--- config.mk ---
export PLATFORM = sky130hd
export DESIGN_NAME = nfa_ctrl
export DESIGN_NICKNAME = d
export VERILOG_FILES = /design/src/nfa_pkg.sv /design/src/nfa_ctrl.sv
export SDC_FILE = /design/constraint.sdc
export NUM_CORES = 1
export LEC_CHECK = 0
export BUFFER_PORTS_ARGS = -buffer_cell sky130_fd_sc_hd__buf_2
export CAP_MARGIN = 10
export CORE_AREA = 10 10 47 49
export CTS_BUF_LIST = sky130_fd_sc_hd__clkbuf_8
export CTS_CLUSTER_DIAMETER = 30
export DETAILED_ROUTE_END_ITERATION = 8
export DIE_AREA = 0 0 57 59
export SYNTH_ARGS = -nofsm -noshare
export SYNTH_HDL_FRONTEND = slang
export SYNTH_SLANG_ARGS = --single-unit
--- constraint.sdc ---
create_clock -name clk -period 2.6 [get_ports clk]
set_clock_uncertainty 0.2 [all_clocks]
set_input_delay 0 -clock clk [delete_from_list [all_inputs] [get_ports clk]]
set_output_delay 0 -clock clk [all_outputs]
set_load 0.02 [all_outputs]
--- src/nfa_pkg.sv ---
// ----------------------------------------------------------------------------
// nfa_pkg - next-fit ID allocator shared definitions
// Widths, request and response codes, controller states and the
// command/status bundles between controller and datapath.
// ----------------------------------------------------------------------------
package nfa_pkg;

	localparam int ID_W     = 8;
	localparam int ID_COUNT = 1 << ID_W;
	localparam int WORD_W   = 16;
	localparam int BIT_W    = $clog2(WORD_W);
	localparam int WORDS    = ID_COUNT / WORD_W;
	localparam int ADDR_W   = $clog2(WORDS);
	localparam int STEP_W   = ADDR_W + 1;
	localparam int STAT_W   = 2;

	localparam logic [STEP_W-1:0] LAST_STEP = STEP_W'(WORDS);

	typedef enum logic {
		REQ_ALLOC   = 1'b0,
		REQ_RELEASE = 1'b1
	} req_t;

	typedef enum logic [STAT_W-1:0] {
		RSP_OK          = 2'd0,
		RSP_FULL        = 2'd1,
		RSP_BAD_RELEASE = 2'd2
	} status_t;

	typedef enum logic [1:0] {
		S_IDLE,
		S_ALLOC,
		S_RELEASE
	} state_t;

	typedef struct packed {
		logic load;
		logic advance;
		logic commit_alloc;
		logic commit_release;
	} nfa_cmd_t;

	typedef struct packed {
		logic hit;
		logic last_step;
		logic out_free;
	} nfa_stat_t;

	// index of the lowest set bit; zero when none set
	function automatic logic [BIT_W-1:0] first_set(input logic [WORD_W-1:0] v);
		logic [BIT_W-1:0] r;
		r = '0;
		for (int i = WORD_W - 1; i >= 0; i--) begin
			if (v[i]) begin
				r = BIT_W'(i);
			end
		end
		return r;
	endfunction

endpackage

--- src/nfa_ctrl.sv ---
// ----------------------------------------------------------------------------
// nfa_ctrl - allocator controller
// Accepts one request at a time and steps the datapath through the
// word scan or the single-word release.
// ----------------------------------------------------------------------------
module nfa_ctrl import nfa_pkg::*; (
	input  logic      clk,
	input  logic      arst_n,
	input  logic      in_valid,
	input  logic      in_req_type,
	output logic      in_ready,
	input  nfa_stat_t stat,
	output nfa_cmd_t  cmd
);

	state_t state_q, state_d;

	always_ff @(posedge clk or negedge arst_n) begin
		if (!arst_n) begin
			state_q <= S_IDLE;
		end else begin
			state_q <= state_d;
		end
	end

	always_comb begin
		state_d  = state_q;
		cmd      = '0;
		in_ready = 1'b0;
		unique case (state_q)
			S_IDLE: begin
				in_ready = 1'b1;
				if (in_valid) begin
					cmd.load = 1'b1;
					state_d  = (in_req_type == REQ_RELEASE) ? S_RELEASE : S_ALLOC;
				end
			end
			S_ALLOC: begin
				if (stat.hit || stat.last_step) begin
					if (stat.out_free) begin
						cmd.commit_alloc = 1'b1;
						state_d          = S_IDLE;
					end
				end else begin
					cmd.advance = 1'b1;
				end
			end
			S_RELEASE: begin
				if (stat.out_free) begin
					cmd.commit_release = 1'b1;
					state_d            = S_IDLE;
				end
			end
			default: begin
				state_d = S_IDLE;
			end
		endcase
	end

endmodule

* After elaboration in Yosys (flattened, before gate mapping)
Index checks and enable logic that the tools add are counted.
** Operators by class
- Muxes and demuxes :: 13
- Reduce and logical (&&, ||, !) cells :: 3
- Equal/unequal tests :: 4
** Operators with widths (count)
- two-way mux 2 bit :: 5
- two-way mux 1 bit :: 7
- case mux 2 bit (3 select lines) :: 1
- inequality test 2 bit, second input constant :: 2
- equality test 2 x 1 -> 1 bit, second input constant :: 1
- equality test 2 bit, second input constant :: 1
- logical NOT 2 bit :: 1
- AND reduction 2 bit :: 1
- logical OR 1 bit :: 1
** Word-level totals
- Output and inout bits :: 5
- Flip-flop bits (word level) :: 2

* Depth between registers and ports, before layout
- Depth after elaboration :: 3
- Gate-level depth with buffers :: 5

* Least setup slack after synthesis
OpenSTA, ideal clock, no wires.
- Kind :: register -> register
- From :: register state_q[1]
- To :: register state_q[0]
- Required time :: 2267 ps
- Buffers on the path :: 0
- Cell stages (with the launch flop) :: 6
- Arrival time :: 1196 ps
- Setup slack :: 1071 ps
- Path through :: dfrtp_1 > inv_1 > ha_1 > nor3b_2 > a221oi_2 > mux2i_1
** On the way
- Cells in the longest elaborated chain, start to end :: 3
- Elaborated cells between the ends (all ways) :: 7
- Classes of those cells :: 4 x eq/ne; 1 x mux; 2 x reduce/logical
** RTL lines
- start: declaration :: RTL line nfa_ctrl.sv:16 : state_t state_q, state_d;
- start signal: assignment :: RTL line nfa_ctrl.sv:22 : state_q <= state_d;
- equality test 2 x 1 -> 1 bit / logical NOT 2 bit (equally long branches) :: RTL line nfa_ctrl.sv:30 : unique case (state_q)
- inequality test 2 bit (no line)
- AND reduction 2 bit (no line)
Parallel ways exist; a longest one is shown, timed or not.
A chain may end at the register's enable or synchronous reset.

* Worst setup path in the final report
- From :: register state_q[0]
- To :: register state_q[1]
The elaborated chain is that of the path after synthesis.

==> results.txt <==
Status = complete, but fails checks
Failing checks = negative hold slack
Max reg flops = 2
Clk Latency, worst-skew pair = 0.21 ns
DP Area = 259 sq um
Rows = 14
H-Tree Depth = 1
Initial Util = 0.131
Peak supply drop = 0.000320 V
Cts bufs inserted = 3
Violation count after the first detailed-route iteration = 2
Hold_ws = -0.00606 ns
DP Wirelength = 432 microns
Distinct cells, synth = 11
Die Ht = 59 microns
Startpoint types = flip-flop
Max FO, Critical Path = 3
Pwr dens = 1030 nW/um^2
Core ar. = 1400 sq um
Number of global-route vias before repair = 212
Cell area after layout = 340 sq um
Port-buffer cells = 11
Setup TNS = 0 ns
Max-Cap Viols = 0
Area fraction of the dominant cell type after synthesis = 0.272
Average wire per standard cell = 9.90 microns
Req. time, crit path = 2.55 ns
Remaining DRCs = 0
Min-Delay Path Class = primary input to flip-flop
Most frequent cells in the layout = 11 x buf_2, 4 x inv_1, 4 x dlygate4sd3_1
First-pass GRT wire length = 841 microns
Part of the cycle the worst path needs = 0.796
Post-Syn Area = 184 sq um
Pleak = 0.194 nW
Total track usage = 0.0342
CTS tree = built
Worst setup EP type = flip-flop
CTS Sinks = 2
Syn_nets = 28
Area Overhead vs Synth = 85.0%
Top reg by flops = state_q
GP Congestion = 0.574
First drt pass iteration count = 2
Max Clk Rate = 0.483 GHz
Post-CTS setup buffer count = 0
Layout Nets = 48
Final setup viols = 0
Die area = 3360 sq um
Commonest non-fill, non-tap cell in the layout = buf_2
Minimum clock period = 2.07 ns
Fin. Hold Viols = 1
RSZ-0062 raised after global routing = no
Final design utilization = 0.243
Root buf cell = clkbuf_8
#FFs+latches synth = 2
Initial antenna violation count = 0
Synth top area cells = dfrtp_1 27%, ha_1 20%, mux2i_1 11%
Slew margin rel. = 0.808
Crit path arrival time = 2.02 ns
WS Path Type = flip-flop to flip-flop
Final wirelength = 515 microns
Post-synthesis sequential area ratio = 0.272
Avg Inst Size Synth = 10.2 sq um
Die X = 57 microns
Syn. warnings = 0
Vias per cell = 3.63
Clock buffer depth = 2
Gr ovfl total = 0
Vias after detailed routing = 189
Slew @ Worst Pin = 0.288 ns
Ports = 12
Post-route ant nets = 0
Max Slew Vio Count = 0
N_diodes = 0
Synthesized instance count = 18
Area leader, netlist = dfrtp_1
Share of cells above drive strength 1 = 0.472
Clock transition at path regs = 0.03 ns
Largest registers = state_q: 2 flops
Largest net degree at the start of global routing = 6
routing by layer:
| metal | track usage | vias to the layer above | wire, microns |
|---|---|---|---|
| li1 | - | 98 | - |
| met1 | 0.0321 | 82 | 198 |
| met2 | 0.0403 | 9 | 234 |
| met3 | 0.0300 | 0 | 82 |
| met4 | 0.0403 | 0 | 0 |
| met5 | 0 | - | 0 |
power by group:
| group | switching (mW) | internal, mW | total, mW |
|---|---|---|---|
| logic | 0.0931 | 0.0822 | 0.175 |
| registers | 0.00625 | 0.0446 | 0.0508 |
| clock network | 0.0249 | 0.0980 | 0.123 |
repair_timing:
item,CTS,global route
hold buffers,4,0
endpoints found under the hold margin,4,0
resized for setup,0,0
endpoints found under the setup margin,0,0
cell families (layout without fill, tap and decap cells):
family | after synthesis | after routing | share of synthesized area
adders and majority gates | 3 | 3 | 0.204
buffers and inverters | 4 | 22 | 0.0816
and+or+nand+nor | 5 | 5 | 0.197
muxes | 2 | 2 | 0.109
DFF | 2 | 2 | 0.272
AOI/OAI and AO/OA | 2 | 2 | 0.136
area by class of cell:
type	count	area (sq um)
multi-input combinational	12	119
clock buffer	3	41.3
sequential	2	50.0
timing repair buffer	15	95.1
fill	168	1060
inverter	4	15.0
tap	16	20.0
worst max-delay path, stage by stage, from the launching register on:
cell and delay, ns:
dfrtp_1 0.36, inv_1 0.10, ha_1 0.25, a221oi_2 0.33, mux2i_1 0.21, dlygate4sd3_1 0.55
worst paths after layout:
check                                 from    endpoint  slack [ns]  depth (start not counted)
worst max register to register  state_q[0]  state_q[1]        0.53                          5
max in group asynchronous           arst_n  state_q[0]        1.64                          3
worst min-delay path              in_valid  state_q[0]      -0.006                          4
worst min register to register  state_q[0]  state_q[0]        0.40                          2
min in group asynchronous           arst_n  state_q[1]        0.43                          3
worst max-delay path            state_q[0]  state_q[1]        0.53                          5
cell usage after synthesis:
cell / count
inv_1: 4
ha_1: 3
dfrtp_1: 2
mux2i_1: 2
a221oi_2: 1
and2_1: 1
and2_2: 1
nand2_1: 1
nand2b_1: 1
nor3b_2: 1
o211a_1: 1
stage by stage:
step                std cells  hold WS [ns]  power, mW  worst slack [ns]
finish                     52      -0.00606      0.349             0.529
global route               52        0.0413      0.385             0.384
CTS                        52      0.000262      0.360             0.500
detailed placement         45        -0.410      0.215              1.01
global placement           45        -0.415      0.211              1.05
floorplan                  18        -0.496      0.171              1.07
Power figures use the tool's default switching activity.
